<file path="src/hdl/tpo_pkg.sv">
// Shared types, register map and reset values for the time-proportional output block.
// No dependencies; imported by every other module of the block.
`timescale 1ns / 1ps
package tpo_pkg;

  localparam int unsigned DutyFracBitsDef = 12;

  localparam int unsigned CfgAddrW = 5;
  localparam int unsigned CfgIdxW  = 3;
  localparam int unsigned SecW     = 17;
  localparam int unsigned TimeW    = 32;

  typedef enum logic [CfgIdxW-1:0] {
    REG_PERIOD      = 3'd0,
    REG_MIN_ON      = 3'd1,
    REG_MIN_OFF     = 3'd2,
    REG_NIGHT_SRC   = 3'd3,
    REG_NIGHT_START = 3'd4,
    REG_NIGHT_END   = 3'd5
  } reg_idx_e;

  typedef enum logic [1:0] {
    NIGHT_NONE   = 2'd0,
    NIGHT_SENSOR = 2'd1,
    NIGHT_WINDOW = 2'd2
  } night_src_e;

  localparam logic [TimeW-1:0] PeriodRst = 32'd600000;

  typedef struct packed {
    logic [TimeW-1:0] period_ms;
    logic [TimeW-1:0] min_on_ms;
    logic [TimeW-1:0] min_off_ms;
    logic [1:0]       night_source;
    logic [SecW-1:0]  night_start_sec;
    logic [SecW-1:0]  night_end_sec;
  } cfg_t;

  // word handed from the on-time stage to the drive stage
  typedef struct packed {
    logic [TimeW-1:0] now_ms;
    logic [TimeW-1:0] on_time;
    logic             duty_nz;
    logic             night;
  } stage_t;

endpackage

</file>
<file path="src/hdl/tpo_cfg_regs.sv">
// APB register file for the time-proportional output block.
// Depends on tpo_pkg for the register map and the cfg_t struct.
`timescale 1ns / 1ps
module tpo_cfg_regs (
  input  logic                         clk_i,
  input  logic                         rst_ni,
  input  logic                         psel,
  input  logic                         penable,
  input  logic                         pwrite,
  input  logic [tpo_pkg::CfgAddrW-1:0] paddr,
  input  logic [31:0]                  pwdata,
  output logic [31:0]                  prdata,
  output logic                         pready,
  output tpo_pkg::cfg_t                cfg_o
);
  import tpo_pkg::*;

  cfg_t     cfg_q, cfg_d;
  reg_idx_e idx;
  logic     wr_en;

  assign pready = 1'b1;
  assign idx    = reg_idx_e'(paddr[CfgAddrW-1:2]);
  assign wr_en  = psel && penable && pwrite && pready;

  always_comb begin
    cfg_d = cfg_q;
    if (wr_en) begin
      unique case (idx)
        REG_PERIOD:      cfg_d.period_ms       = pwdata;
        REG_MIN_ON:      cfg_d.min_on_ms       = pwdata;
        REG_MIN_OFF:     cfg_d.min_off_ms      = pwdata;
        REG_NIGHT_SRC:   cfg_d.night_source    = pwdata[1:0];
        REG_NIGHT_START: cfg_d.night_start_sec = pwdata[SecW-1:0];
        REG_NIGHT_END:   cfg_d.night_end_sec   = pwdata[SecW-1:0];
        default: ;
      endcase
    end
  end

  always_comb begin
    unique case (idx)
      REG_PERIOD:      prdata = cfg_q.period_ms;
      REG_MIN_ON:      prdata = cfg_q.min_on_ms;
      REG_MIN_OFF:     prdata = cfg_q.min_off_ms;
      REG_NIGHT_SRC:   prdata = {30'd0, cfg_q.night_source};
      REG_NIGHT_START: prdata = {{(32-SecW){1'b0}}, cfg_q.night_start_sec};
      REG_NIGHT_END:   prdata = {{(32-SecW){1'b0}}, cfg_q.night_end_sec};
      default:         prdata = 32'd0;
    endcase
  end

  always_ff @(posedge clk_i or negedge rst_ni) begin
    if (!rst_ni) begin
      cfg_q.period_ms       <= PeriodRst;
      cfg_q.min_on_ms       <= '0;
      cfg_q.min_off_ms      <= '0;
      cfg_q.night_source    <= NIGHT_NONE;
      cfg_q.night_start_sec <= '0;
      cfg_q.night_end_sec   <= '0;
    end else begin
      cfg_q <= cfg_d;
    end
  end

  assign cfg_o = cfg_q;

endmodule

</file>
<file path="src/hdl/tpo_ontime.sv">
// Input register and on-time stage: duty clamp, duty x period product, min-time
// trimming of the on-time and the night-off decision. Depends on tpo_pkg.
`timescale 1ns / 1ps
module tpo_ontime #(
  parameter int unsigned DUTY_FRAC_BITS = tpo_pkg::DutyFracBitsDef
) (
  input  logic                         clk_i,
  input  logic                         rst_ni,
  input  tpo_pkg::cfg_t                cfg_i,
  input  logic                         in_valid_i,
  output logic                         in_ready_o,
  input  logic [tpo_pkg::TimeW-1:0]    now_ms_i,
  input  logic [DUTY_FRAC_BITS:0]      duty_i,
  input  logic                         night_sensor_i,
  input  logic [tpo_pkg::SecW-1:0]     day_seconds_i,
  input  logic                         clock_valid_i,
  output logic                         st_valid_o,
  output tpo_pkg::stage_t              st_o,
  input  logic                         st_ready_i
);
  import tpo_pkg::*;

  localparam int unsigned DutyW = DUTY_FRAC_BITS + 1;
  localparam int unsigned ProdW = DutyW + TimeW;
  localparam logic [DutyW-1:0] DutyFull = DutyW'(1) << DUTY_FRAC_BITS;

  logic                in_valid_q;
  logic [TimeW-1:0]    now_q;
  logic [DutyW-1:0]    duty_q;
  logic                sensor_q;
  logic [SecW-1:0]     secs_q;
  logic                cvalid_q;

  logic                st_valid_q;
  stage_t              st_q, st_d;

  logic                st_free, in_adv;
  logic [DutyW-1:0]    duty_c;
  logic [ProdW-1:0]    prod;
  logic [TimeW-1:0]    on_raw, on_min, on_time;
  logic                in_win, night;

  assign st_free    = !st_valid_q || st_ready_i;
  assign in_adv     = in_valid_q && st_free;
  assign in_ready_o = !in_valid_q || st_free;

  assign duty_c = (duty_q > DutyFull) ? DutyFull : duty_q;
  assign prod   = ProdW'(duty_c) * ProdW'(cfg_i.period_ms);
  assign on_raw = prod[DUTY_FRAC_BITS +: TimeW];

  always_comb begin
    on_min = on_raw;
    if (on_raw != '0 && on_raw < cfg_i.min_on_ms) on_min = '0;
    on_time = on_min;
    if (on_min != '0 && on_min < cfg_i.period_ms &&
        (cfg_i.period_ms - on_min) < cfg_i.min_off_ms) on_time = cfg_i.period_ms;
  end

  always_comb begin
    if (cfg_i.night_start_sec > cfg_i.night_end_sec) begin
      in_win = (secs_q >= cfg_i.night_start_sec) || (secs_q < cfg_i.night_end_sec);
    end else begin
      in_win = (secs_q >= cfg_i.night_start_sec) && (secs_q < cfg_i.night_end_sec);
    end
    unique case (night_src_e'(cfg_i.night_source))
      NIGHT_SENSOR: night = sensor_q;
      NIGHT_WINDOW: night = cvalid_q && in_win;
      default:      night = 1'b0;
    endcase
  end

  always_comb begin
    st_d.now_ms  = now_q;
    st_d.on_time = on_time;
    st_d.duty_nz = (duty_q != '0);
    st_d.night   = night;
  end

  always_ff @(posedge clk_i or negedge rst_ni) begin
    if (!rst_ni) begin
      in_valid_q <= 1'b0;
      st_valid_q <= 1'b0;
    end else begin
      if (in_ready_o) in_valid_q <= in_valid_i;
      if (st_free)    st_valid_q <= in_valid_q;
    end
  end

  always_ff @(posedge clk_i) begin
    if (in_valid_i && in_ready_o) begin
      now_q    <= now_ms_i;
      duty_q   <= duty_i;
      sensor_q <= night_sensor_i;
      secs_q   <= day_seconds_i;
      cvalid_q <= clock_valid_i;
    end
    if (in_adv) st_q <= st_d;
  end

  assign st_valid_o = st_valid_q;
  assign st_o       = st_q;

endmodule

</file>
<file path="src/hdl/tpo_drive.sv">
// Drive stage: period restart, minimum on/off hold and night-off forcing, with
// the drive state and the result register. Depends on tpo_pkg.
`timescale 1ns / 1ps
module tpo_drive (
  input  logic            clk_i,
  input  logic            rst_ni,
  input  tpo_pkg::cfg_t   cfg_i,
  input  logic            st_valid_i,
  output logic            st_ready_o,
  input  tpo_pkg::stage_t st_i,
  output logic            out_valid_o,
  input  logic            out_ready_i,
  output logic            drive_on_o,
  output logic            drive_changed_o,
  output logic            night_blocked_o
);
  import tpo_pkg::*;

  logic             started_q, started_d;
  logic             level_q, level_d;
  logic [TimeW-1:0] pstart_q, pstart_d;
  logic [TimeW-1:0] lsw_q, lsw_d;
  logic             out_valid_q;
  logic             on_q, chg_q, blk_q;

  logic             fire;
  logic             lvl0, lvl1, want, may;
  logic [TimeW-1:0] ps0, ls0, in_per, since;

  assign st_ready_o = !out_valid_q || out_ready_i;
  assign fire       = st_valid_i && st_ready_o;

  always_comb begin
    ps0  = started_q ? pstart_q : st_i.now_ms;
    ls0  = started_q ? lsw_q    : st_i.now_ms;
    lvl0 = started_q ? level_q  : 1'b0;

    in_per = st_i.now_ms - ps0;
    since  = st_i.now_ms - ls0;

    pstart_d = ps0;
    lsw_d    = ls0;
    lvl1     = lvl0;
    if (!st_i.night && in_per >= cfg_i.period_ms) begin
      pstart_d = st_i.now_ms;
      in_per   = '0;
      if (lvl0 != st_i.duty_nz) begin
        lvl1  = st_i.duty_nz;
        lsw_d = st_i.now_ms;
      end
    end

    want    = (in_per < st_i.on_time) && st_i.duty_nz;
    may     = lvl1 ? (since >= cfg_i.min_on_ms) : (since >= cfg_i.min_off_ms);
    level_d = lvl1;
    if (st_i.night) begin
      level_d = 1'b0;
    end else if (want != lvl1 && may) begin
      level_d = want;
      lsw_d   = st_i.now_ms;
    end
    started_d = 1'b1;
  end

  always_ff @(posedge clk_i or negedge rst_ni) begin
    if (!rst_ni) begin
      started_q   <= 1'b0;
      level_q     <= 1'b0;
      pstart_q    <= '0;
      lsw_q       <= '0;
      out_valid_q <= 1'b0;
    end else begin
      if (st_ready_o) out_valid_q <= st_valid_i;
      if (fire) begin
        started_q <= started_d;
        level_q   <= level_d;
        pstart_q  <= pstart_d;
        lsw_q     <= lsw_d;
      end
    end
  end

  always_ff @(posedge clk_i) begin
    if (fire) begin
      on_q  <= level_d;
      chg_q <= level_d != lvl0;
      blk_q <= st_i.night;
    end
  end

  assign out_valid_o     = out_valid_q;
  assign drive_on_o      = on_q;
  assign drive_changed_o = chg_q;
  assign night_blocked_o = blk_q;

endmodule

</file>
<file path="src/hdl/time_proportional_output.sv">
// Time-proportional (slow PWM) relay/heater driver: top level with stream ports
// and APB register port. Depends on tpo_pkg, tpo_cfg_regs, tpo_ontime, tpo_drive.
//
// One poll word in, one result word out. A new poll is taken every clock cycle
// unless the output stalls; a poll passes the input register, the on-time
// register (duty x period product) and the result register. The drive stage
// sets the throughput: period start, last-switch time and drive level close a
// loop there. The first poll loads the period and switch time stamps. The user
// must write registers only while no poll is in flight; the block does not enforce it.
`timescale 1ns / 1ps
module time_proportional_output #(
  parameter int unsigned DUTY_FRAC_BITS = tpo_pkg::DutyFracBitsDef,
  localparam int unsigned InBits = tpo_pkg::TimeW + DUTY_FRAC_BITS + 1 + tpo_pkg::SecW + 2,
  localparam int unsigned InW    = ((InBits + 7) / 8) * 8
) (
  input  logic                         clk_i,
  input  logic                         rst_ni,
  input  logic                         s_axis_tvalid,
  output logic                         s_axis_tready,
  // now_ms[31:0], duty[DUTY_FRAC_BITS:0], night_sensor, day_seconds[16:0], clock_valid
  input  logic [InW-1:0]               s_axis_tdata,
  output logic                         m_axis_tvalid,
  input  logic                         m_axis_tready,
  // drive_on, drive_changed, night_blocked, zero fill
  output logic [7:0]                   m_axis_tdata,
  input  logic                         psel,
  input  logic                         penable,
  input  logic                         pwrite,
  input  logic [tpo_pkg::CfgAddrW-1:0] paddr,
  input  logic [31:0]                  pwdata,
  output logic [31:0]                  prdata,
  output logic                         pready
);
  import tpo_pkg::*;

  localparam int unsigned DutyW  = DUTY_FRAC_BITS + 1;
  localparam int unsigned DutyLo = TimeW;
  localparam int unsigned SensB  = DutyLo + DutyW;
  localparam int unsigned SecLo  = SensB + 1;
  localparam int unsigned CvB    = SecLo + SecW;

  cfg_t   cfg;
  stage_t st;
  logic   st_valid, st_ready;
  logic   drive_on, drive_changed, night_blocked;

  tpo_cfg_regs u_regs (
    .clk_i   (clk_i),
    .rst_ni  (rst_ni),
    .psel    (psel),
    .penable (penable),
    .pwrite  (pwrite),
    .paddr   (paddr),
    .pwdata  (pwdata),
    .prdata  (prdata),
    .pready  (pready),
    .cfg_o   (cfg)
  );

  tpo_ontime #(
    .DUTY_FRAC_BITS (DUTY_FRAC_BITS)
  ) u_ontime (
    .clk_i          (clk_i),
    .rst_ni         (rst_ni),
    .cfg_i          (cfg),
    .in_valid_i     (s_axis_tvalid),
    .in_ready_o     (s_axis_tready),
    .now_ms_i       (s_axis_tdata[TimeW-1:0]),
    .duty_i         (s_axis_tdata[DutyLo +: DutyW]),
    .night_sensor_i (s_axis_tdata[SensB]),
    .day_seconds_i  (s_axis_tdata[SecLo +: SecW]),
    .clock_valid_i  (s_axis_tdata[CvB]),
    .st_valid_o     (st_valid),
    .st_o           (st),
    .st_ready_i     (st_ready)
  );

  tpo_drive u_drive (
    .clk_i           (clk_i),
    .rst_ni          (rst_ni),
    .cfg_i           (cfg),
    .st_valid_i      (st_valid),
    .st_ready_o      (st_ready),
    .st_i            (st),
    .out_valid_o     (m_axis_tvalid),
    .out_ready_i     (m_axis_tready),
    .drive_on_o      (drive_on),
    .drive_changed_o (drive_changed),
    .night_blocked_o (night_blocked)
  );

  assign m_axis_tdata = {5'd0, night_blocked, drive_changed, drive_on};

endmodule
</file>
<file path="config.mk">
export PLATFORM = sky130hd
export DESIGN_NAME = time_proportional_output
export DESIGN_NICKNAME = d
export VERILOG_FILES = /design/src/hdl/tpo_pkg.sv /design/src/hdl/tpo_cfg_regs.sv /design/src/hdl/tpo_ontime.sv /design/src/hdl/tpo_drive.sv /design/src/hdl/time_proportional_output.sv
export SDC_FILE = /design/constraint.sdc
export NUM_CORES = 2
export LEC_CHECK = 0
export CAP_MARGIN = 10
export CORE_MARGIN = 2
export CORE_UTILIZATION = 55
export CTS_CLUSTER_SIZE = 25
export DETAILED_ROUTE_END_ITERATION = 10
export DONT_BUFFER_PORTS = 1
export HOLD_SLACK_MARGIN = 0.02
export PLACE_DENSITY_LB_ADDON = 0.25
export SYNTH_ARGS = -nofsm -noshare
export SYNTH_HDL_FRONTEND = slang
export SYNTH_HIERARCHICAL = 1
export SYNTH_SLANG_ARGS = --single-unit
</file>
<file path="constraint.sdc">
create_clock -name clk_i -period 24.3 [get_ports clk_i]
set_clock_uncertainty 0.2 [all_clocks]
set_input_delay 0 -clock clk_i [delete_from_list [all_inputs] [get_ports clk_i]]
set_output_delay 0 -clock clk_i [all_outputs]
set_load 0.01 [all_outputs]
</file>
==> out/summary.txt <==
Drt wl/cell -> 21.6 um
Slowest cell on crit path -> and3b_1
CTS clk-pin slew, worst paths -> 60 ps
CP startpoint -> u_ontime/duty_q[12]
Post-Syn Instances -> 4390
Worst-Skew Late Latency -> 590 ps
Metal3 WL -> 8620 um
CTS resizes -> 0
Crit path capture -> u_ontime/st_o[2]
Vias per inst -> 6.04
Area growth, synth to finish -> 10.8%
Worst-margin pin slew -> 1200 ps
Yosys top cell by area -> fa_1
Number of global-route vias before repair -> 32700
Commonest cells after routing, fill and taps aside -> 599 x inv_1, 528 x nand2_1, 418 x ha_1, 331 x fa_1, 286 x a21oi_1
Crit Reg-Reg Endpoint -> u_ontime/st_o[2]
Count of state elements after synthesis -> 334
Max-cap violations -> 0
Leading cell type in the layout, fill and taps excluded -> inv_1
Area fraction of the dominant cell type after synthesis -> 0.165
Number of top-level pins -> 151
Worst Setup Path Type -> reg2reg
FF-to-FF Start -> u_ontime/duty_q[12]
Setup TNS -> 0 ps
Largest net degree at the start of global routing -> 172
PortBufs -> 0
DIE HEIGHT -> 274 um
Largest delay contributor family on the critical path -> compound AO/OA/AOI/OAI gates
# DRC -> 0
Final HPWL from detailed placement -> 85700 um
Critical path arrival -> 15850 ps
Tcrit/Tclk final -> 0.648
Met2 wire len -> 55100 um
Num Clock Sinks -> 334
Die Area -> 75200 um2
Hold Crit Class -> in2reg
Num CTS Buffers -> 40
Clock Root Buffer -> clkbuf_16
Postcts setup bufs -> 0
Flop-to-flop setup slack -> 8560 ps
Slew Viols, Final -> 0
Number of flops mapped to enable cells by yosys -> 133
Fin crit period -> 15740 ps
# H-tree levels -> 2
Top routing layer used -> met5
Ranking of synthesized cells by area -> fa_1 17%, ha_1 13%, dfrtp_1 12%, edfxtp_1 10%, inv_1 5.6%
Critical path fanouts, max -> 46
Highest clock rate -> 63.5 MHz
Outcome -> finished clean
Synth cell types -> 102
Synthesized area -> 40100 um2
Clk buf depth -> 3
Vias -> 33200
CTS tree -> done
CORE AREA -> 72600 um2
Wirelength, routed -> 119000 um
DIE WIDTH -> 274 um
Relative slew margins -> 0.203
Critical path's most frequent cell -> fa_1
Initial antenna violation count -> 4
Asr flop ratio synth -> 0.602
Ys flop type -> dfrtp_1
Mean Syn Cell Area -> 9.14 um2
Row cnt -> 99
Fill cell count -> 6173
M1 WL -> 50400 um
Final setup viols -> 0
Initial DRC count -> 2942
Grt total ovfl -> 0
Yosys warnings -> 6
Startpoint types -> register
RSZ-0062 raised after global routing -> false
Endpoints failing hold -> 0
Layout cells sized above 1 -> 0.0765
TritonRoute pass-1 iters -> 5
Worst Setup End Kind -> register
Gp weighted congestion -> 0.954
Crit path depth -> 52
Initial core utilization -> 0.553
Crit-path max cell delay -> 1030 ps
Post-DRT Antenna Nets -> 0
CP Data Required Time -> 24410 ps
Number of buffers and inverters on the critical path -> 6
Hold buffer count at CTS -> 217
R2R depth -> 52
First-pass GRT wire length -> 186000 um
Sequential area share after synthesis -> 0.225
Layout Nets -> 5362
Total track usage -> 0.317
[synth_stat cells (10+ instances only)]
cell type and number:
a211oi_1 30, a21o_1 80, a21oi_1 287, a221o_1 10, a2bb2oi_1 11, a31oi_1 51
and2_1 219, and3_1 46, and4_1 15, buf_2 14, buf_4 14, buf_6 11
clkbuf_1 148, dfrtp_1 193, edfxtp_1 133, fa_1 331, ha_1 418, inv_1 600
mux2_1 34, mux2_2 53, mux2_4 90, mux2i_1 47, nand2_1 528, nand2b_1 37
nand3_1 123, nand4_1 52, nor2_1 116, nor2b_1 63, nor3_1 39, nor4_1 13
o2111ai_1 16, o211ai_1 49, o21a_1 34, o21ai_0 100, o21ai_1 23, o21bai_1 22
o22a_1 32, o31ai_1 10, or2_2 22, or3_1 13, xnor2_1 65, xor2_1 37
[per-layer routing]
layer | vias up | track usage
li1 | 15200 | -
met2 | 1312 | 0.515
met3 | 269 | 0.0529
met5 | - | 0
met1 | 16500 | 0.429
met4 | 4 | 0.112
[flip-flops by register name, summed over array words and instances, names as in the netlist, 13 cells and up]
signal / flops
u_ontime/now_q: 32
u_drive/pstart_q: 32
u_drive/lsw_q: 32
u_regs/cfg_o: 132
u_ontime/st_o: 66
u_ontime/duty_q: 13
u_ontime/secs_q: 17
[area by class of cell]
class	count	area (um2)	area share
diodes	3	7.51	0.000169
clock buffers	45	1050	0.0236
clock inverters	29	399	0.00898
inverters	601	2260	0.0507
multi-input cells	3259	27900	0.627
flip-flops and latches	334	9040	0.203
well taps	959	1200	0.0270
repair buffers	269	2640	0.0594
[cell families (layout without fill, tap and decap cells)]
group,after synthesis,count (layout),share of synthesized area
simple gates,1334,1334,0.169
compound gates,844,844,0.136
buf+inv,801,944,0.0824
fa+ha+maj,749,749,0.295
flops,334,334,0.225
mux,224,224,0.0698
xor+xnor,102,102,0.0223
other cells,2,9,0.000187
[worst min path at each step]
stage                           from  cells past startpoint                to  slack [ps]
after global placement        rst_ni                      0  u_drive/lsw_q[4]        -480
after floorplan               rst_ni                      0   u_drive/level_q        -500
after global routing        paddr[4]                      2         prdata[8]          30
final                     pwdata[24]                      2  u_regs/cfg_o[60]          20
after CTS                 pwdata[24]                      2  u_regs/cfg_o[60]          20
after detailed placement      rst_ni                      0  u_drive/lsw_q[2]        -480
[per-stage QoR]
step	worst slack (ps)	hold slack [ps]	instance area [um2]	utilization	std cells
after global routing	7860	25.5	44500	0.612	5498
after detailed placement	8990	-483	40700	0.561	5205
final	8560	21.8	44500	0.612	5499
after floorplan	11730	-496	40200	-	4394
after CTS	8970	20.3	44400	0.612	5496
after global placement	9070	-484	40700	0.561	5205
[worst register-to-register path, delay by kind of cell, from the launching register on]
family                     cells  cell delay [ps]
adders and majority gates     10             4000
AOI/OAI and AO/OA             20             5200
xor gates and xnor gates       1              200
DFF                            1              370
and+or+nand+nor               13             3640
muxes                          2              690
buffers and inverters          6             1190
Power is not shown: default switching activity piles up to over one toggle a cycle in this logic, so the estimate is an artifact.
